==> src/rtl/core/dst_pkg.sv <==
// ----------------------------------------------------------------------------
// dst_pkg
// types, register codes, constants and helpers shared by the stopwatch card
// ----------------------------------------------------------------------------
package dst_pkg;

   typedef enum logic [1:0] {
      FUNC_TICK  = 2'd0,
      FUNC_READ  = 2'd1,
      FUNC_WRITE = 2'd2,
      FUNC_RESET = 2'd3
   } func_type;

   // bus register codes
   localparam logic [3:0] REG_CLEAR   = 4'd0;
   localparam logic [3:0] REG_STATUS  = 4'd1;
   localparam logic [3:0] REG_START   = 4'd1;
   localparam logic [3:0] REG_STOP    = 4'd2;
   localparam logic [3:0] REG_RATE    = 4'd4;
   localparam logic [3:0] REG_DISPLAY = 4'd5;
   localparam logic [3:0] REG_T1_B0   = 4'd8;
   localparam logic [3:0] REG_T1_B3   = 4'd11;
   localparam logic [3:0] REG_T2_B0   = 4'd12;
   localparam logic [3:0] REG_T2_B3   = 4'd15;

   localparam logic [11:0] DEVSEL_MASK = 12'h0F00;
   localparam logic [31:0] BLANK_WORD  = 32'hFFFF_FFFF;
   localparam logic [31:0] STEP_FAST   = 32'd20;
   localparam logic [31:0] STEP_MID    = 32'd7;
   localparam logic [31:0] STEP_SLOW   = 32'd1;

   typedef struct packed {
      logic [1:0]  func;
      logic [11:0] bus_addr;
      logic [7:0]  write_data;
   } item_type;

   typedef struct packed {
      logic        read_valid;
      logic [7:0]  read_data;
      logic        display_valid;
      logic [31:0] display_word;
      logic        last;
   } result_type;

   typedef struct packed {
      logic [1:0] count;
      result_type first;
      result_type second;
   } batch_type;

   function automatic logic [31:0] second_step(input logic [1:0] rate);
      logic [31:0] step;
      case (rate)
         2'd0:    step = STEP_SLOW;
         2'd1:    step = STEP_MID;
         default: step = STEP_FAST;
      endcase
      return step;
   endfunction

   function automatic logic [7:0] byte_of(input logic [31:0] word, input logic [1:0] sel);
      logic [31:0] shifted;
      shifted = word >> {sel, 3'b000};
      return shifted[7:0];
   endfunction

   function automatic result_type read_result(input logic [7:0] data);
      result_type r;
      r = '0;
      r.read_valid = 1'b1;
      r.read_data  = data;
      return r;
   endfunction

   function automatic result_type push_result(input logic [31:0] word);
      result_type r;
      r = '0;
      r.display_valid = 1'b1;
      r.display_word  = word;
      return r;
   endfunction

endpackage

==> src/rtl/core/dst_channels.sv <==
// ----------------------------------------------------------------------------
// dst channels
// valid/ready interfaces for the request and response transactions
// ----------------------------------------------------------------------------
interface dst_req_if;
   logic        valid;
   logic        ready;
   logic [1:0]  func;
   logic [11:0] bus_addr;
   logic [7:0]  write_data;

   modport source (output valid, output func, output bus_addr, output write_data,
                   input ready);
   modport sink   (input valid, input func, input bus_addr, input write_data,
                   output ready);
endinterface

interface dst_rsp_if;
   logic        valid;
   logic        ready;
   logic        read_valid;
   logic [7:0]  read_data;
   logic        display_valid;
   logic [31:0] display_word;
   logic        last;

   modport source (output valid, output read_valid, output read_data,
                   output display_valid, output display_word, output last,
                   input ready);
   modport sink   (input valid, input read_valid, input read_data,
                   input display_valid, input display_word, input last,
                   output ready);
endinterface

==> src/rtl/core/dst_engine.sv <==
// ----------------------------------------------------------------------------
// dst_engine
// input register, timer state and single-pass decode of one transaction
// ----------------------------------------------------------------------------
module dst_engine (
   input  logic               clock,
   input  logic               reset,
   input  logic               in_valid,
   input  dst_pkg::item_type  in_item,
   output logic               in_ready,
   input  logic               out_free,
   output logic               batch_load,
   output dst_pkg::batch_type batch
);
   import dst_pkg::*;

   logic        stage_valid_ff, stage_valid_in;
   item_type    stage_item_ff;
   logic [31:0] live1_ff, live1_in, latch1_ff, latch1_in;
   logic [31:0] live2_ff, live2_in, latch2_ff, latch2_in;
   logic        run1_ff, run1_in, run2_ff, run2_in;
   logic [1:0]  rate_ff, rate_in;
   logic        disp_ff, disp_in;

   logic        devsel;
   logic [3:0]  reg_sel;
   logic [1:0]  mask;
   logic [31:0] lat1, lat2;

   assign batch_load     = stage_valid_ff && out_free;
   assign in_ready       = !stage_valid_ff || out_free;
   assign stage_valid_in = in_ready ? in_valid : stage_valid_ff;

   assign devsel  = (stage_item_ff.bus_addr & DEVSEL_MASK) == 12'd0;
   assign reg_sel = stage_item_ff.bus_addr[3:0];
   assign mask    = (stage_item_ff.write_data == 8'd0) ? 2'b11
                                                       : stage_item_ff.write_data[1:0];

   always_ff @(posedge clock) begin
      if (in_ready && in_valid) begin
         stage_item_ff <= in_item;
      end
   end

   always_ff @(posedge clock) begin
      if (reset) begin
         stage_valid_ff <= 1'b0;
         live1_ff       <= '0;
         latch1_ff      <= '0;
         live2_ff       <= '0;
         latch2_ff      <= '0;
         run1_ff        <= 1'b0;
         run2_ff        <= 1'b0;
         rate_ff        <= '0;
         disp_ff        <= 1'b0;
      end else begin
         stage_valid_ff <= stage_valid_in;
         if (batch_load) begin
            live1_ff  <= live1_in;
            latch1_ff <= latch1_in;
            live2_ff  <= live2_in;
            latch2_ff <= latch2_in;
            run1_ff   <= run1_in;
            run2_ff   <= run2_in;
            rate_ff   <= rate_in;
            disp_ff   <= disp_in;
         end
      end
   end

   always_comb begin
      live1_in  = live1_ff;
      latch1_in = latch1_ff;
      live2_in  = live2_ff;
      latch2_in = latch2_ff;
      run1_in   = run1_ff;
      run2_in   = run2_ff;
      rate_in   = rate_ff;
      disp_in   = disp_ff;
      lat1      = latch1_ff;
      lat2      = run2_ff ? live2_ff : latch2_ff;
      batch     = '0;

      unique case (func_type'(stage_item_ff.func))
         FUNC_TICK: begin
            if (run1_ff) live1_in = live1_ff + STEP_FAST;
            if (run2_ff) live2_in = live2_ff + second_step(rate_ff);
         end
         FUNC_READ: begin
            if (devsel) begin
               unique case (reg_sel) inside
                  REG_STATUS: begin
                     batch.count = 2'd1;
                     batch.first = read_result({run1_ff, run2_ff, 6'b0});
                  end
                  REG_RATE: begin
                     batch.count = 2'd1;
                     batch.first = read_result({rate_ff, 6'b0});
                  end
                  [REG_T1_B0:REG_T1_B3]: begin
                     if (reg_sel == REG_T1_B0 && run1_ff) lat1 = live1_ff;
                     latch1_in   = lat1;
                     batch.count = 2'd1;
                     batch.first = read_result(byte_of(lat1, reg_sel[1:0]));
                  end
                  [REG_T2_B0:REG_T2_B3]: begin
                     if (reg_sel != REG_T2_B0) lat2 = latch2_ff;
                     latch2_in = lat2;
                     if (reg_sel == REG_T2_B0 && run2_ff && disp_ff) begin
                        batch.count  = 2'd2;
                        batch.first  = push_result(lat2);
                        batch.second = read_result(byte_of(lat2, reg_sel[1:0]));
                     end else begin
                        batch.count = 2'd1;
                        batch.first = read_result(byte_of(lat2, reg_sel[1:0]));
                     end
                  end
                  default: ;
               endcase
            end
         end
         FUNC_WRITE: begin
            if (devsel) begin
               unique case (reg_sel)
                  REG_CLEAR: begin
                     if (mask[0]) begin
                        live1_in  = '0;
                        latch1_in = '0;
                     end
                     if (mask[1]) begin
                        live2_in  = '0;
                        latch2_in = '0;
                        if (disp_ff) begin
                           batch.count = 2'd1;
                           batch.first = push_result('0);
                        end
                     end
                  end
                  REG_START: begin
                     if (mask[0]) begin
                        live1_in = latch1_ff;
                        run1_in  = 1'b1;
                     end
                     if (mask[1]) begin
                        live2_in = latch2_ff;
                        run2_in  = 1'b1;
                     end
                  end
                  REG_STOP: begin
                     if (mask[0]) begin
                        if (run1_ff) latch1_in = live1_ff;
                        run1_in = 1'b0;
                     end
                     if (mask[1]) begin
                        latch2_in = lat2;
                        run2_in   = 1'b0;
                        if (disp_ff) begin
                           batch.count  = run2_ff ? 2'd2 : 2'd1;
                           batch.first  = push_result(lat2);
                           batch.second = push_result(lat2);
                        end
                     end
                  end
                  REG_RATE: begin
                     rate_in = stage_item_ff.write_data[1:0];
                  end
                  REG_DISPLAY: begin
                     if (stage_item_ff.write_data != 8'd0) begin
                        disp_in      = 1'b1;
                        latch2_in    = lat2;
                        batch.count  = run2_ff ? 2'd2 : 2'd1;
                        batch.first  = push_result(lat2);
                        batch.second = push_result(lat2);
                     end else begin
                        disp_in     = 1'b0;
                        batch.count = 2'd1;
                        batch.first = push_result(BLANK_WORD);
                     end
                  end
                  default: ;
               endcase
            end
         end
         FUNC_RESET: begin
            live1_in    = '0;
            latch1_in   = '0;
            live2_in    = '0;
            latch2_in   = '0;
            run1_in     = 1'b0;
            run2_in     = 1'b0;
            rate_in     = '0;
            disp_in     = 1'b0;
            batch.count = 2'd1;
            batch.first = push_result(BLANK_WORD);
         end
      endcase

      batch.first.last  = (batch.count == 2'd1);
      batch.second.last = (batch.count == 2'd2);
   end

endmodule

==> src/rtl/core/dst_result_buffer.sv <==
// ----------------------------------------------------------------------------
// dst_result_buffer
// two-slot result register that hands out the results of one transaction
// ----------------------------------------------------------------------------
module dst_result_buffer (
   input  logic               clock,
   input  logic               reset,
   input  logic               batch_load,
   input  dst_pkg::batch_type batch,
   output logic               out_free,
   dst_rsp_if.source          rsp
);
   import dst_pkg::*;

   logic       pend0_ff, pend0_in, pend1_ff, pend1_in;
   result_type slot0_ff, slot1_ff, shown;
   logic       taken;

   assign shown    = pend0_ff ? slot0_ff : slot1_ff;
   assign taken    = rsp.valid && rsp.ready;
   assign out_free = !(pend0_ff || pend1_ff) || (rsp.ready && (pend0_ff ^ pend1_ff));

   assign rsp.valid         = pend0_ff || pend1_ff;
   assign rsp.read_valid    = shown.read_valid;
   assign rsp.read_data     = shown.read_data;
   assign rsp.display_valid = shown.display_valid;
   assign rsp.display_word  = shown.display_word;
   assign rsp.last          = shown.last;

   always_comb begin
      pend0_in = pend0_ff;
      pend1_in = pend1_ff;
      if (batch_load) begin
         pend0_in = batch.count != 2'd0;
         pend1_in = batch.count == 2'd2;
      end else if (taken) begin
         if (pend0_ff) pend0_in = 1'b0;
         else pend1_in = 1'b0;
      end
   end

   always_ff @(posedge clock) begin
      if (reset) begin
         pend0_ff <= 1'b0;
         pend1_ff <= 1'b0;
      end else begin
         pend0_ff <= pend0_in;
         pend1_ff <= pend1_in;
      end
   end

   always_ff @(posedge clock) begin
      if (batch_load) begin
         slot0_ff <= batch.first;
         slot1_ff <= batch.second;
      end
   end

endmodule

==> src/rtl/core/dual_stopwatch_timer_card.sv <==
// ----------------------------------------------------------------------------
// dual_stopwatch_timer_card
// two 32-bit stopwatch timers behind sixteen bus registers
// ----------------------------------------------------------------------------
// req_in carries one transaction per event: a microsecond tick, a bus read,
// a bus write or a card reset, with the bus address and write byte.
// rsp_out carries the results of each transaction in order: read bytes and
// display pushes, with last set on the final result of the transaction.
// a tick, an access outside device select or an unused register gives none.
// a transaction is registered in the input register at acceptance, decoded
// from there and its results are registered in the result buffer for rsp_out.
// throughput: one transaction per cycle while each gives at most one result
// and rsp_out is not stalled; a transaction with two results holds the result
// register until both have gone out through the single result port.
// reset (synchronous, active high) clears both timers, the frequency and the
// display flag, and empties the pipeline.
// when rsp_out is stalled the pending results hold, the input register
// fills and then req_in.ready drops until the results are taken.
// ----------------------------------------------------------------------------
module dual_stopwatch_timer_card (
   input  logic      clock,
   input  logic      reset,
   dst_req_if.sink   req_in,
   dst_rsp_if.source rsp_out
);
   import dst_pkg::*;

   item_type  item;
   batch_type batch;
   logic      out_free;
   logic      batch_load;
   logic      in_ready;

   assign item.func       = req_in.func;
   assign item.bus_addr   = req_in.bus_addr;
   assign item.write_data = req_in.write_data;
   assign req_in.ready    = in_ready;

   dst_engine u_engine (
      .clock      (clock),
      .reset      (reset),
      .in_valid   (req_in.valid),
      .in_item    (item),
      .in_ready   (in_ready),
      .out_free   (out_free),
      .batch_load (batch_load),
      .batch      (batch)
   );

   dst_result_buffer u_result_buffer (
      .clock      (clock),
      .reset      (reset),
      .batch_load (batch_load),
      .batch      (batch),
      .out_free   (out_free),
      .rsp        (rsp_out)
   );

endmodule
==> src/flat_wrapper.sv <==
// flat-port wrapper written by rule: the top's interface ports become plain ports
module dual_stopwatch_timer_card_flat import dst_pkg::*;
  (clock, reset, req_in_valid, req_in_func, req_in_bus_addr, req_in_write_data, req_in_ready, rsp_out_valid, rsp_out_read_valid, rsp_out_read_data, rsp_out_display_valid, rsp_out_display_word, rsp_out_last, rsp_out_ready);
  dst_req_if req_in_i ();
  dst_rsp_if rsp_out_i ();
  input  logic clock;
  input  logic reset;
  input wire logic [$bits(req_in_i.valid)-1:0] req_in_valid;
  input wire logic [$bits(req_in_i.func)-1:0] req_in_func;
  input wire logic [$bits(req_in_i.bus_addr)-1:0] req_in_bus_addr;
  input wire logic [$bits(req_in_i.write_data)-1:0] req_in_write_data;
  output wire logic [$bits(req_in_i.ready)-1:0] req_in_ready;
  output wire logic [$bits(rsp_out_i.valid)-1:0] rsp_out_valid;
  output wire logic [$bits(rsp_out_i.read_valid)-1:0] rsp_out_read_valid;
  output wire logic [$bits(rsp_out_i.read_data)-1:0] rsp_out_read_data;
  output wire logic [$bits(rsp_out_i.display_valid)-1:0] rsp_out_display_valid;
  output wire logic [$bits(rsp_out_i.display_word)-1:0] rsp_out_display_word;
  output wire logic [$bits(rsp_out_i.last)-1:0] rsp_out_last;
  input wire logic [$bits(rsp_out_i.ready)-1:0] rsp_out_ready;
  assign req_in_i.valid = req_in_valid;
  assign req_in_i.func = req_in_func;
  assign req_in_i.bus_addr = req_in_bus_addr;
  assign req_in_i.write_data = req_in_write_data;
  assign req_in_ready = req_in_i.ready;
  assign rsp_out_valid = rsp_out_i.valid;
  assign rsp_out_read_valid = rsp_out_i.read_valid;
  assign rsp_out_read_data = rsp_out_i.read_data;
  assign rsp_out_display_valid = rsp_out_i.display_valid;
  assign rsp_out_display_word = rsp_out_i.display_word;
  assign rsp_out_last = rsp_out_i.last;
  assign rsp_out_i.ready = rsp_out_ready;
  dual_stopwatch_timer_card u_core (.clock(clock), .reset(reset), .req_in(req_in_i), .rsp_out(rsp_out_i));
endmodule
==> config.mk <==
export PLATFORM = sky130hd
export DESIGN_NAME = dual_stopwatch_timer_card_flat
export DESIGN_NICKNAME = d
export VERILOG_FILES = /design/src/rtl/core/dst_pkg.sv /design/src/rtl/core/dst_channels.sv /design/src/rtl/core/dst_engine.sv /design/src/rtl/core/dst_result_buffer.sv /design/src/rtl/core/dual_stopwatch_timer_card.sv /design/src/flat_wrapper.sv
export SDC_FILE = /design/constraint.sdc
export NUM_CORES = 1
export LEC_CHECK = 0
export ABC_CLOCK_PERIOD_IN_PS = 10510
export BUFFER_PORTS_ARGS = -buffer_cell sky130_fd_sc_hd__buf_4
export CAP_MARGIN = 10
export CELL_PAD_IN_SITES_DETAIL_PLACEMENT = 1
export CELL_PAD_IN_SITES_GLOBAL_PLACEMENT = 1
export CORE_MARGIN = 2
export CORE_UTILIZATION = 45
export CTS_CLUSTER_DIAMETER = 30
export CTS_CLUSTER_SIZE = 24
export DETAILED_ROUTE_END_ITERATION = 16
export HOLD_SLACK_MARGIN = 0.15
export PLACE_DENSITY = 0.74
export SLEW_MARGIN = 20
export SYNTH_ARGS = -nofsm -noshare
export SYNTH_HDL_FRONTEND = slang
export SYNTH_HIERARCHICAL = 1
export SYNTH_SLANG_ARGS = --single-unit
export TNS_END_PERCENT = 20
==> constraint.sdc <==
create_clock -name clock -period 10.51 [get_ports clock]
set_clock_uncertainty 0.05 [all_clocks]
set_input_delay 1.051 -clock clock [delete_from_list [all_inputs] [get_ports clock]]
set_output_delay 1.051 -clock clock [all_outputs]
set_load 0.005 [all_outputs]
### Word level (Yosys, flattened, before mapping)

Index checks and enable logic that the tools add are counted.

* register bits after elaboration: 244
* bits of input ports: 26
* output and inout bits: 45
* logic and storage cells: 180

* add/sub/neg operators: 2
* magnitude comparators: 4
* equality and inequality tests: 34
* shifts and indexed selects: 2
* multiplexer cells: 79
* bitwise logic cells: 1
* reduce and logical (&&, ||, !) cells: 34

Operators by type and width (count)
* 32-bit 2-to-1 mux: 29
* 32-bit one-hot mux with 3 select lines: 5
* 88-bit 2-to-1 mux: 4
* 45-bit one-hot mux with 3 select lines: 2
* 32-bit one-hot mux with 2 select lines: 3
* 45-bit one-hot mux with 4 select lines: 1
* 43-bit one-hot mux with 2 select lines: 2
* 45-bit 2-to-1 mux: 3
* 43-bit 2-to-1 mux: 3
* 32-bit by 5-bit right shift with 8-bit output: 2
* 44-bit 2-to-1 mux: 1
* 34-bit 2-to-1 mux: 1
* 32-bit adder: 1
* 32-bit by 5-bit adder with 32-bit output (second input constant): 1
* 3-bit != test (second input constant): 8
* 9-bit AND reduction: 2
* 1-bit 2-to-1 mux: 14
* 2-bit != test (second input constant): 7
* 7-bit AND reduction: 2
* 12-bit logical NOT: 1
* 6-bit AND reduction: 2
* 1-bit one-hot mux with 2 select lines: 5
* 5-bit one-hot mux with 2 select lines: 1
* 1-bit logical AND: 9
* other kinds (26): 47

### Longest topological paths before layout

Gate-level depths: netlist (run 1).

* depth after elaboration: 12
* depth in mapped cells: 14

### Hierarchy

The synthesis (run 1) kept the hierarchy.

Modules (own cells, without submodules)
* dst_engine: instances 1, cells an instance 1174, area an instance 9620.5 um2, sequential area each 3223.1 um2
* dst_result_buffer: instances 1, cells an instance 149, area an instance 3399.5 um2, sequential area each 2622.5 um2

### Worst setup path after synthesis (run 1)

No wires, ideal clock.

* path kind: input -> register
* start point: input rsp_out_ready
* end point: register u_core.u_engine.live1_ff[15]
* data arrival time: 4.175 ns
* required time: 10.327 ns
* path slack: 6.152 ns
* stages on the path: 8
* path buffers: 1
* cell sequence: nand2_1 -> nand2_1 -> nand2_1 -> inv_1 -> nand4_1 -> buf_2 -> a221oi_1 -> nor3_1

* longest elaborated chain between the ends: 4

RTL lines
* from (decl): RTL line flat_wrapper.sv:19 `input wire logic [$bits(rsp_out_i.ready)-1:0] rsp_out_ready;`
* 1-bit logical AND: RTL line dst_result_buffer.sv:21 `assign out_free = !(pend0_ff || pend1_ff) || (rsp.ready && (pend0_ff ^ pend1_ff));`
* 1-bit logical OR: RTL line dst_result_buffer.sv:21
* named net u_core.out_free: RTL line dual_stopwatch_timer_card.sv:30 `logic out_free;`
* 1-bit logical AND: RTL line dst_engine.sv:30 `assign batch_load = stage_valid_ff && out_free;`
* named net u_core.batch_load: RTL line dual_stopwatch_timer_card.sv:31 `logic batch_load;`
* 7-bit AND reduction (no line)
* to (signal assigned): RTL line dst_engine.sv:59 `live1_ff <= live1_in;`
* to (decl): RTL line dst_engine.sv:19 `logic [31:0] live1_ff, live1_in, latch1_ff, latch1_in;`

The timed path passes the listed nets, and every way through them passes these cells.
A chain may end at the register's enable or synchronous reset.

==> impl_results.md, run 1 <==
- Status: finished clean
- DRT Pass-1 Iters: 7
- Die ar.: 0.0303 mm^2
- Syn_area_per_cell: just under 10 um^2
- Max-cap viol count: 0
- Clock buffer count from CTS: 61
- Mapped Cells: 1,323
- CTS Hold Bufs: 0
- Row count: 62
- CP Class: reg -> reg
- Antenna violations before repair: 1
- Setup violations, final: 0
- Final Hold Vio Count: 0
- HP Class: reg -> reg
- Setup TNS: 0 ps
- Arrival time at the worst endpoint: 3890 ps
- Die Ht: 174 um
- Port bufs: 66
- First-pass GRT wire length: 66,600 um
- DR vias: 11.1k
- Pin count of the biggest net entering global routing: 92
- Post-CTS Resized: 0
- Initial DRC Count: 838
- Fraction of layout cells with a size suffix above 1: 20.8%
- Initial core utilization: 45.5%
- Total grt overflow: 0
- Max clock buf depth: 3
- Final Net Count: between 1k and 1.5k
- Syn nets: between 1k and 1.5k
- Io pins: 71
- GPL Wtd Cong: 0.814
- Startpoint Class: flop
- CTS root buf: clkbuf_16
- TritonCTS clock tree: built
- Tightest Pin Transition: 1040 ps
- Ys async rst share: 0%
- Crit. End Element: flop
- Post-CTS setup buffer count: 0
- Clk_lat worst skew: 570 ps
- Post-synthesis cell area: 0.0130 mm^2
- Worst-path clk slew: 50 ps
- Power Dens Cells: between 150 and 200 mW/mm^2
- Overall Global Routing Usage: 27.5%
- Slew Limit Fails: 0
- Lkg Pwr: 5.74 nW
- Vias in the first global route: 11.3k
- Util after Layout: between 50% and 60%
- DR vias/cell: slightly above 6
- Ys Warns: 6
- Period utilisation layout: 35.1%
- Synth-to-layout area growth: 21.5%
- DRT antenna net count: 0
- Synth cell types: 91
- Power Total: ~3.2 mW
- Seq cells post-synth: 240
- Min Tclk post-route: roughly 3700 ps
- Drt wl/cell: 23.4 um
- Worst Hold Slack: about 440 ps
- Peak Freq: 0.271 GHz
- Hpwl dp: 26,400 um
- Post-synth EDFFs: 104
- Seq/Total Area, Yosys: approximately 45%
- RSZ-0062 raised after global routing: no
- Htree depth: 2
- Clock sink count: 240
- Chip width: 174 um
- CP max FO: 58
- Normalized max-slew margin: ~30%
- Core area: 0.0286 mm^2
- CP Data Required Time: approximately 11,000 ps
- Ys flop type: dfxtp_1
- Drt total wl: 42,100 um
- Max VDD drop: about 110 uV
- DRC Markers: 0
-- layout make-up --
type | count | area [um^2]
clock buffer | 72 | 1670
antenna | 1 | 2.50
clock inverter | 43 | 544
tap | 384 | 480
fill | 3050 | 12800
inverter | 32 | 121
timing repair buffer | 83 | 644
multi-input combinational | 943 | 6510
sequential | 240 | 5850
-- per-layer routing --
metal | up-vias | part of all wire [%] | global-route usage (%)
li1 | 5073 | - | -
met1 | 5618 | 45 | 37.7
met2 | 322 | 47 | 44.9
met3 | 69 | 5.1 | 3.89
met4 | 0 | 2.3 | 8.82
met5 | - | 0 | 0
-- cells in the mapped netlist (all sizes together) (26+ instances only) --
master | instances | share of area (%)
dfxtp | 136 | 21
nand2 | 130 | 3.7
nor2 | 121 | 3.5
edfxtp | 104 | 24
a21oi | 98 | 3.9
o21ai | 80 | 3.1
a22o | 71 | 4.8
mux2 | 64 | 6.6
mux2i | 58 | 4.5
buf | 56 | 3.0
clkbuf | 52 | 1.5
nor3 | 32 | 1.4
inv | 31 | 0.89
nand3 | 28 | 1.1
a221oi | 26 | 1.7
-- cell usage in the layout, fill, tap and decap left out, drive strengths merged, types with 11 or more instances in the layout --
| cell type | netlist | final |
|---|---|---|
| nor2 | 121 | 121 |
| clkbuf | 52 | 73 |
| nand3 | 28 | 28 |
| inv | 31 | 33 |
| mux2 | 64 | 64 |
| clkinvlp | 0 | 13 |
| o21ai | 80 | 80 |
| nor3 | 32 | 32 |
| a21oi | 98 | 98 |
| a22o | 71 | 71 |
| nand2 | 130 | 130 |
| ha | 11 | 11 |
| dfxtp | 136 | 136 |
| and2 | 11 | 11 |
| mux2i | 58 | 58 |
| nand4 | 14 | 14 |
| edfxtp | 104 | 104 |
| clkinv | 1 | 19 |
| a211oi | 13 | 13 |
| nor4 | 12 | 12 |
| or3 | 11 | 11 |
| a221oi | 26 | 26 |
| buf | 56 | 82 |
-- stage by stage --
step / cells / instance area (um^2) / setup WS [ps]
2_1_floorplan: 1323 / 13000 / 6150
3_3_place_gp: 1681 / 13600 / 7030
3_5_place_dp: 1681 / 13600 / 6960
4_1_cts: 1796 / 15800 / 6950
5_1_grt: 1797 / 15800 / 6730
6_report: 1798 / 15800 / 6820
-- power by group --
group / leakage (nW) / total [mW] / internal, mW / switching (mW)
Clock: 1.05 / 1.98 / 1.38 / 0.599
Combinational: 2.53 / 0.174 / 0.0647 / 0.109
Sequential: 2.16 / 1.01 / 0.997 / 0.0162
-- logic make-up (layout without fill, tap and decap cells) --
| kind of cell | Yosys count | count (layout) | share of synthesized area, % |
|---|---|---|---|
| AOI/OAI and AO/OA | 384 | 384 | 20.9 |
| DFF | 240 | 240 | 44.9 |
| muxes | 124 | 124 | 11.4 |
| adders and majority gates | 12 | 12 | 1.21 |
| and+or+nand+nor | 416 | 416 | 15.7 |
| other | 0 | 1 | 0 |
| xor gates and xnor gates | 7 | 7 | 0.471 |
| buffers and inverters | 140 | 230 | 5.40 |
-- registers in the layout, indices dropped and copies added, names as in the netlist, 2 cells and up --
signal / flops
u_core/u_engine/live1_ff: 32
u_core/u_engine/stage_item_ff: 14
u_core/u_result_buffer/slot1_ff: 43
u_core/u_engine/latch1_ff: 32
u_core/u_engine/reg_sel: 4
u_core/u_engine/rate_ff: 2
u_core/u_engine/latch2_ff: 32
u_core/u_result_buffer/slot0_ff: 43
u_core/u_engine/live2_ff: 32
-- final timing paths --
kind	from	to	slack, ps	depth (start not counted)
hold reg to reg	u_core/u_engine/live1_ff[1]$_SDFFE_PP0P_	u_core/u_engine/live1_ff[1]$_SDFFE_PP0P_	440	2
setup / recovery	u_core/u_engine/reg_sel[0]$_DFFE_PP_	u_core/u_result_buffer/slot0_ff[40]$_DFFE_PP_	6820	7
setup reg to reg	u_core/u_engine/reg_sel[0]$_DFFE_PP_	u_core/u_result_buffer/slot0_ff[40]$_DFFE_PP_	6820	7
hold / removal	u_core/u_engine/live1_ff[1]$_SDFFE_PP0P_	u_core/u_engine/live1_ff[1]$_SDFFE_PP0P_	440	2
-- worst max-delay path: stages, from the launching register on --
cell and delay (ps):
edfxtp_1 380, buf_4 370, nor2_2 400, and4_1 820, mux2_1 440, mux4_2 570, a21oi_1 180, a21oi_1 140
Note: power is estimated with default switching activity, not from simulation.
==> run 2: changes to the inputs <==
--- a/config.mk
+++ b/config.mk
@@ -5,18 +5,19 @@
 export SDC_FILE = /design/constraint.sdc
 export NUM_CORES = 1
 export LEC_CHECK = 0
-export ABC_CLOCK_PERIOD_IN_PS = 10510
+export ABC_AREA = 1
+export ABC_CLOCK_PERIOD_IN_PS = 3200
 export BUFFER_PORTS_ARGS = -buffer_cell sky130_fd_sc_hd__buf_4
 export CAP_MARGIN = 10
 export CELL_PAD_IN_SITES_DETAIL_PLACEMENT = 1
 export CELL_PAD_IN_SITES_GLOBAL_PLACEMENT = 1
 export CORE_MARGIN = 2
-export CORE_UTILIZATION = 45
+export CORE_UTILIZATION = 40
 export CTS_CLUSTER_DIAMETER = 30
 export CTS_CLUSTER_SIZE = 24
 export DETAILED_ROUTE_END_ITERATION = 16
 export HOLD_SLACK_MARGIN = 0.15
-export PLACE_DENSITY = 0.74
+export PLACE_DENSITY = 0.76
 export SLEW_MARGIN = 20
 export SYNTH_ARGS = -nofsm -noshare
 export SYNTH_HDL_FRONTEND = slang
==> constraint.sdc (replaced) <==
create_clock -name clock -period 3.2 [get_ports clock]
set_clock_uncertainty 0.05 [all_clocks]
set_input_delay 0.32 -clock clock [delete_from_list [all_inputs] [get_ports clock]]
set_output_delay 0.32 -clock clock [all_outputs]
set_load 0.005 [all_outputs]
==> run 2 against run 1 <==
Net effect:
- total power grew to 3.8 times the previous value
- sequential share of layout area decreased by 6.7 points
- global-route usage grew 3.3 points
- design area grew 22%
- setup slack worse by 6500 ps
- core utilization decreased by 5.1 points
- worst hold slack got worse by 10 ps
- synthesized cell count is 91% higher
- sequential cell count unchanged
- via count is 56% higher
- largest cell class unchanged
- largest power group unchanged
==> impl_results.md, run 2 <==
- Status: finished clean (unchanged)
- Die ar.: 0.0404 mm^2 (was 0.0303 mm^2)
- Largest regs: u_core/u_result_buffer/slot0_ff (43), u_core/u_result_buffer/slot1_ff (43) (unchanged)
- Overall Global Routing Usage: 30.8% (was 27.5%)
- Period utilisation layout: 88.7% (was 35.1%)
- Seq cells post-synth: 240 (unchanged)
- Most frequent cells after synthesis: nand2_1 (918), nor2_1 (477), inv_1 (213) (was dfxtp_1 (136), nand2_1 (130), nor2_1 (119))
- DR vias: 17.3k (was 11.1k)
- Drt total wl: 62,400 um (was 42,100 um)
- Post-CTS setup buffer count: 0 (unchanged)
- Ys Warns: 6 (unchanged)
- DR WL met3: 3490 um (was 2130 um)
- CP Class: reg -> reg (unchanged)
- Met2 wire length: 30,200 um (was 19,900 um)
- Post-Route M1 WL: 27,000 um (was 19,100 um)
- Worst Hold Slack: 428 ps (was 438 ps)
- Setup TNS: 0 ps (unchanged)
- Max-cap viol count: 0 (unchanged)
- Synth area leaders: nand2_1 (22%), edfxtp_1 (20%), dfxtp_1 (18%), nor2_1 (12%), o21ai_0 (5.8%) (was edfxtp_1 (24%), dfxtp_1 (21%), a22o_1 (4.7%), mux2i_1 (4.5%), mux2_4 (4.3%))
- Peak Freq: 0.352 GHz (was 0.271 GHz)
- Cells along the critical path: buf_4 > nor2_2 > buf_4 > nand2_1 > nor2_2 > nor2_2 > nor2_1 > nor2_1 > nor2_1 > nand2_1 > nand2_1 > inv_1 > inv_1 > nand2_1 > o21bai_1 > nor2_1 (was buf_4 > nor2_2 > and4_1 > mux2_1 > mux4_2 > a21oi_1 > a21oi_1)
- Fillers: 5,111 (was 3,050)
- Ys async rst share: 0% (unchanged)
- Post-CTS Resized: 0 (unchanged)
- Area leader, netlist: nand2_1 (was edfxtp_1)
- Post-synthesis cell area: 0.0155 mm^2 (was 0.0130 mm^2)
- Initial DRC Count: 1,155 (was 838)
- Post-synth EDFFs: 104 (unchanged)
- Worst-path clk slew: 50 ps (about the same)
- Post-route insts no fill: 3,185 (was 1,798)
- Final Net Count: 2,651 (was 1,399)
- Crit. End Element: flop (unchanged)
- Total grt overflow: 0 (unchanged)
- Lkg Pwr: 8.92 nW (was 5.74 nW)
- Power Dens Cells: 623 mW/mm^2 (was 200 mW/mm^2)
- Fin area: 0.0193 mm^2 (was 0.0158 mm^2)
- Htree depth: 3 (was 2)
- Clock sink count: 240 (unchanged)
- Max VDD drop: 321 uV (was 113 uV)
- Setup violations, final: 0 (unchanged)
- Power Total: 12.0 mW (was 3.16 mW)
- First-pass GRT wire length: 99,200 um (was 66,600 um)
- Min Tclk post-route: 2840 ps (was 3690 ps)
- Most common cell after layout, fill and taps aside: nand2_1 (was dfxtp_1)
- DRC Markers: 0 (unchanged)
- Critical path's largest stage delay: 450 ps (was 820 ps)
- Fraction of layout cells with a size suffix above 1: 9.75% (was 20.8%)
- Placed cells: 3,038 (was 1,681)
- Antenna violations before repair: 0 (was 1)
- Area share of the largest cell type after synthesis: 22.2% (was 24.0%)
- Die Ht: 201 um (was 174 um)
- Most numerous cell in the Yosys netlist: nand2_1 (was dfxtp_1)
- Tightest Pin Transition: 914 ps (was 1040 ps)
- Syn nets: 2,564 (was 1,361)
- RSZ-0062 raised after global routing: no (unchanged)
- Port bufs: 66 (unchanged)
- Top Layer Used: met4 (unchanged)
- Core area: 0.0385 mm^2 (was 0.0286 mm^2)
- Drt wl/cell: 19.6 um (was 23.4 um)
- Syn_area_per_cell: 6.14 um^2 (was 9.84 um^2)
- Ys flop type: dfxtp_1 (unchanged)
- Max clock buf depth: 3 (unchanged)
- Clock buffer count from CTS: 69 (was 61)
- CP max FO: 10 (was 58)
- GPL Wtd Cong: 0.886 (was 0.814)
- Dpl cell area: 0.0167 mm^2 (was 0.0136 mm^2)
- Diode count: 0 (was 1)
- Clk_lat worst skew: 580 ps (was 570 ps)
- DRT antenna net count: 0 (unchanged)
- Hpwl dp: 40,400 um (was 26,400 um)
- Pin count of the biggest net entering global routing: 65 (was 92)
- Synth-to-layout area growth: 24.3% (was 21.5%)
- HP Class: in -> reg (was reg -> reg)
- Chip width: 201 um (was 174 um)
- Row count: 72 (was 62)
- Startpoint Class: flop (unchanged)
- Arrival time at the worst endpoint: 3240 ps (was 3890 ps)
- Vias in the first global route: 18.0k (was 11.3k)
- DR vias/cell: 5.42 (was 6.16)
- CTS root buf: clkbuf_16 (unchanged)
- Io pins: 71 (unchanged)
- CP Data Required Time: 3600 ps (was 10,710 ps)
- Mapped Cells: 2,526 (was 1,323)
- Normalized max-slew margin: 38.4% (was 30.4%)
- Synth cell types: 37 (was 91)
- Initial core utilization: 40.3% (was 45.5%)
- Final Hold Vio Count: 0 (unchanged)
- Seq/Total Area, Yosys: 37.7% (was 44.9%)
- DRT Pass-1 Iters: 5 (was 7)
- Buf/Inv on CP: 4 (was 1)
- Slowest stage cell, crit path: edfxtp_1 (was and4_1)
- CP delay by family, top: simple AND/OR/NAND/NOR gates (unchanged)
- Commonest non-fill, non-tap cells in the layout: nand2_1 (917), nor2_1 (475), inv_1 (211), o21ai_0 (181), nand3_1 (138) (was dfxtp_1 (134), nand2_1 (130), nor2_1 (117), edfxtp_1 (104), a21oi_1 (94))
- Slew Limit Fails: 0 (unchanged)
- TritonCTS clock tree: built (unchanged)
[run 2: changes by cell type after synthesis, sizes merged, moves of 30 or more]
cell | previous run | this run
inv | 31 | 219
nor3 | 32 | 2
o21ai | 80 | 184
nand3 | 28 | 144
nor2 | 121 | 483
a22o | 71 | 2
nand2 | 130 | 919
mux2i | 58 | 0
mux2 | 64 | 0
[run 2: metrics by stage]
step           setup slack [ps]  util (%)
2_1_floorplan               304         -
6_report                    361      50.2
3_5_place_dp                523      43.4
4_1_cts                     487      50.1
5_1_grt                     178      50.2
3_3_place_gp                624      43.4
[run 2: cell type report]
type                            instances  area, um^2  share of cell area (%)
Multi-Input combinational cell       1935        8270                    42.9
Sequential cell                       240        5850                    30.3
Clock buffer                           96        1970                    10.2
Timing Repair Buffer                  148        1300                    6.76
Inverter                              219         832                    4.31
Tap cell                              518         648                    3.36
Clock inverter                         29         422                    2.19
[run 2: cell families after synthesis]
family          Yosys count  share of synthesized area (%)
simple gates           1566                           39.8
buf+inv                 351                           9.27
compound gates          350                           11.9
fa+ha+maj                12                           1.02
xor+xnor                  7                          0.395
flops                   240                           37.7
[run 2: timing repair]
action	in CTS	in global routing
hold buffers	22	0
endpoints found under the setup margin	0	0
endpoints found under the hold margin	26	0
[run 2: final timing paths]
check	startpoint	end	slack [ps]	cells after the start
worst min register to register	u_core/u_engine/live2_ff[4]$_SDFFE_PP0P_	u_core/u_engine/live2_ff[4]$_SDFFE_PP0P_	450	2
worst max register to register	u_core/u_engine/reg_sel[0]$_DFFE_PP_	u_core/u_result_buffer/pend0_ff$_SDFFE_PP0P_	360	16
worst max-delay path	u_core/u_engine/reg_sel[0]$_DFFE_PP_	u_core/u_result_buffer/pend0_ff$_SDFFE_PP0P_	360	16
worst min-delay path	req_in_bus_addr[3]	u_core/u_engine/reg_sel[3]$_DFFE_PP_	430	2
[run 2: layer usage]
layer,vias to the layer above,global-route usage (%)
li1,8187,-
met4,0,11.6
met1,8394,38.7
met3,129,4.40
met2,546,53.5
met5,-,0
[run 2: report_power, final]
part | leakage, nW | internal (mW) | switching [mW]
clock network | 1.17 | 5.06 | 2.11
logic | 5.65 | 0.425 | 0.907
registers | 2.11 | 3.38 | 0.135
total | 8.92 | 8.86 | 3.15
==> run 3: changes to the inputs <==
--- a/config.mk
+++ b/config.mk
@@ -5,14 +5,13 @@
 export SDC_FILE = /design/constraint.sdc
 export NUM_CORES = 1
 export LEC_CHECK = 0
-export ABC_AREA = 1
 export ABC_CLOCK_PERIOD_IN_PS = 3200
 export BUFFER_PORTS_ARGS = -buffer_cell sky130_fd_sc_hd__buf_4
 export CAP_MARGIN = 10
 export CELL_PAD_IN_SITES_DETAIL_PLACEMENT = 1
 export CELL_PAD_IN_SITES_GLOBAL_PLACEMENT = 1
 export CORE_MARGIN = 2
-export CORE_UTILIZATION = 40
+export CORE_UTILIZATION = 44
 export CTS_CLUSTER_DIAMETER = 30
 export CTS_CLUSTER_SIZE = 24
 export DETAILED_ROUTE_END_ITERATION = 16
==> run 3 against run 2 <==
Net effect:
- design area fell by 17%
- worst hold slack got worse by 260 ps
- via count fell by 34%
- first-iteration DRC count fell by 26%
- cell count fell by 43%
- count of clock-buffer cells in the layout fell by 34
- critical path type unchanged
==> impl_results.md, run 3 (synthesized netlist as in run 1, its figures left out) <==
- Fillers: 3,121 (was 5,111)
- RSZ-0062 raised after global routing: no (unchanged)
- Die Ht: 176 um (was 201 um)
- Placed cells: 1,705 (was 3,038)
- Commonest non-fill, non-tap cells in the layout: dfxtp_1 (134), nand2_1 (127), nor2_1 (117), edfxtp_1 (104), buf_4 (103) (was nand2_1 (917), nor2_1 (475), inv_1 (211), o21ai_0 (181), nand3_1 (138))
- Worst-path clk slew: 50 ps (about the same)
- HP Class: in -> reg (unchanged)
- Lkg Pwr: 5.83 nW (was 8.92 nW)
- Antenna violations before repair: 0 (unchanged)
- Drt wl/cell: 23.7 um (was 19.6 um)
- Startpoint Class: flop (unchanged)
- Die ar.: 0.0310 mm^2 (was 0.0404 mm^2)
- Most common cell after layout, fill and taps aside: dfxtp_1 (was nand2_1)
- Largest regs: u_core/u_result_buffer/slot0_ff (43), u_core/u_result_buffer/slot1_ff (43) (unchanged)
- DRT antenna net count: 0 (unchanged)
- Pin count of the biggest net entering global routing: 92 (was 65)
- Tightest Pin Transition: 863 ps (was 914 ps)
- Diode count: 0 (unchanged)
- Power Dens Cells: 613 mW/mm^2 (was 623 mW/mm^2)
- Storage cell area: 0.00585 mm^2 (about the same)
- Chip width: 176 um (was 201 um)
- Peak Freq: 0.337 GHz (was 0.352 GHz)
- Core area: 0.0289 mm^2 (was 0.0385 mm^2)
- Hpwl dp: 27,300 um (was 40,400 um)
- DR vias: 11.3k (was 17.3k)
- Clock sink count: 240 (unchanged)
- Util after Layout: 55.2% (was 50.2%)
- Max-cap viol count: 0 (unchanged)
- CP Class: reg -> reg (unchanged)
- Drt total wl: 43,300 um (was 62,400 um)
- Max VDD drop: 409 uV (was 321 uV)
- Period utilisation layout: 92.7% (was 88.7%)
- Io pins: 71 (unchanged)
- Power Total: 9.79 mW (was 12.0 mW)
- Vias in the first global route: 11.7k (was 18.0k)
- CP Data Required Time: 3640 ps (was 3600 ps)
- Setup violations, final: 0 (unchanged)
- Slew Limit Fails: 0 (unchanged)
- GPL Wtd Cong: 0.873 (was 0.886)
- Htree depth: 2 (was 3)
- Post-CTS setup buffer count: 0 (unchanged)
- Area occupied by multi-input gates: 0.00655 mm^2 (was 0.00827 mm^2)
- TritonCTS clock tree: built (unchanged)
- Crit. End Element: flop (unchanged)
- Clock buffer count from CTS: 55 (was 69)
- Synth-to-layout area growth: 22.7% (was 24.3%)
- Arrival time at the worst endpoint: 3400 ps (was 3240 ps)
- First-pass GRT wire length: 68,300 um (was 99,200 um)
- Status: finished clean (unchanged)
- Max clock buf depth: 3 (unchanged)
- DRC Markers: 0 (unchanged)
- Initial DRC Count: 860 (was 1,155)
- CP max FO: 31 (was 10)
- Initial core utilization: 45.0% (was 40.3%)
- DRT Pass-1 Iters: 5 (unchanged)
- Fraction of layout cells with a size suffix above 1: 22.1% (was 9.75%)
- Post-route insts no fill: 1,828 (was 3,185)
- Overall Global Routing Usage: 27.8% (was 30.8%)
- Worst Hold Slack: 169 ps (was 428 ps)
- Total grt overflow: 0 (unchanged)
- Port bufs: 66 (unchanged)
- Normalized max-slew margin: 42.5% (was 38.4%)
- Row count: 62 (was 72)
- Final Hold Vio Count: 0 (unchanged)
- DR vias/cell: 6.21 (was 5.42)
- Clk_lat worst skew: 570 ps (was 580 ps)
- Min Tclk post-route: 2970 ps (was 2840 ps)
- Final Net Count: 1,436 (was 2,651)
- CTS root buf: clkbuf_16 (unchanged)
-- run 3: cell count changes in the layout (fill, tap and decap cells not counted), moves of 21 or more --
cell      change
o21ai_0     -126
a221oi_1     +26
nor3_1       +27
nor2_1      -358
o21ai_1      +21
mux2_4       +37
nand3_1     -110
mux2i_1      +58
a22o_1       +68
nand2_1     -790
inv_1       -183
a21oi_1      -23
o22ai_1      -29
-- run 3: path summary, 6_finish.rpt --
kind | startpoint | to | slack (ps) | cells past startpoint
max | u_core/u_engine/reg_sel[0]$_DFFE_PP_ | u_core/u_engine/latch2_ff[16]$_SDFFE_PP0P_ | 230 | 8
min | reset | u_core/u_engine/live1_ff[4]$_SDFFE_PP0P_ | 170 | 2
max reg2reg | u_core/u_engine/reg_sel[0]$_DFFE_PP_ | u_core/u_engine/latch2_ff[16]$_SDFFE_PP0P_ | 230 | 8
min reg2reg | u_core/u_engine/live1_ff[0]$_SDFFE_PP0P_ | u_core/u_engine/live1_ff[0]$_SDFFE_PP0P_ | 430 | 2
-- run 3: cell type report --
class,instances,area share [%]
clock buffers,62,9.04
clock inverters,41,3.13
inverters,32,0.791
multi-input cells,943,41.0
flip-flops and latches,240,36.6
well taps,384,3.01
repair buffers,126,6.47
-- run 3: what timing repair did --
action                                  CTS  global route
hold buffers                             20             0
resized for setup                         0             1
endpoints found under the hold margin    21             0
endpoints found under the setup margin    0             1
-- run 3: worst max-delay path, cell delays in order (launching register included) --
cell and delay, ps:
edfxtp_1 540, buf_4 370, nor2b_1 440, a22oi_1 160, o32ai_1 360, nand2_1 110
a41oi_2 200, buf_4 390, a22o_1 210
-- run 3: per-stage QoR --
step	area [um^2]	worst slack (ps)	setup TNS, ps
6_report	16000	234	0
5_1_grt	16000	107	0
4_1_cts	16000	207	0
3_5_place_dp	13800	310	0
3_3_place_gp	13800	433	0
2_1_floorplan	13100	-276	-9680
-- run 3: per-layer routing --
metal / track usage (%) / share of wire, % / up-vias
li1: - / - / 5132
met1: 37.5 / 45 / 5758
met2: 45.1 / 47 / 371
met3: 4.26 / 5.3 / 84
met4: 11.0 / 3.2 / 0
met5: 0 / 0 / -
-- run 3: where the power goes --
| part | switching, mW | leakage [nW] | internal (mW) |
|---|---|---|---|
| logic | 0.379 | 2.73 | 0.243 |
| registers | 0.0469 | 2.16 | 3.27 |
| clock network | 1.93 | 0.935 | 3.92 |
| total | 2.36 | 5.83 | 7.44 |
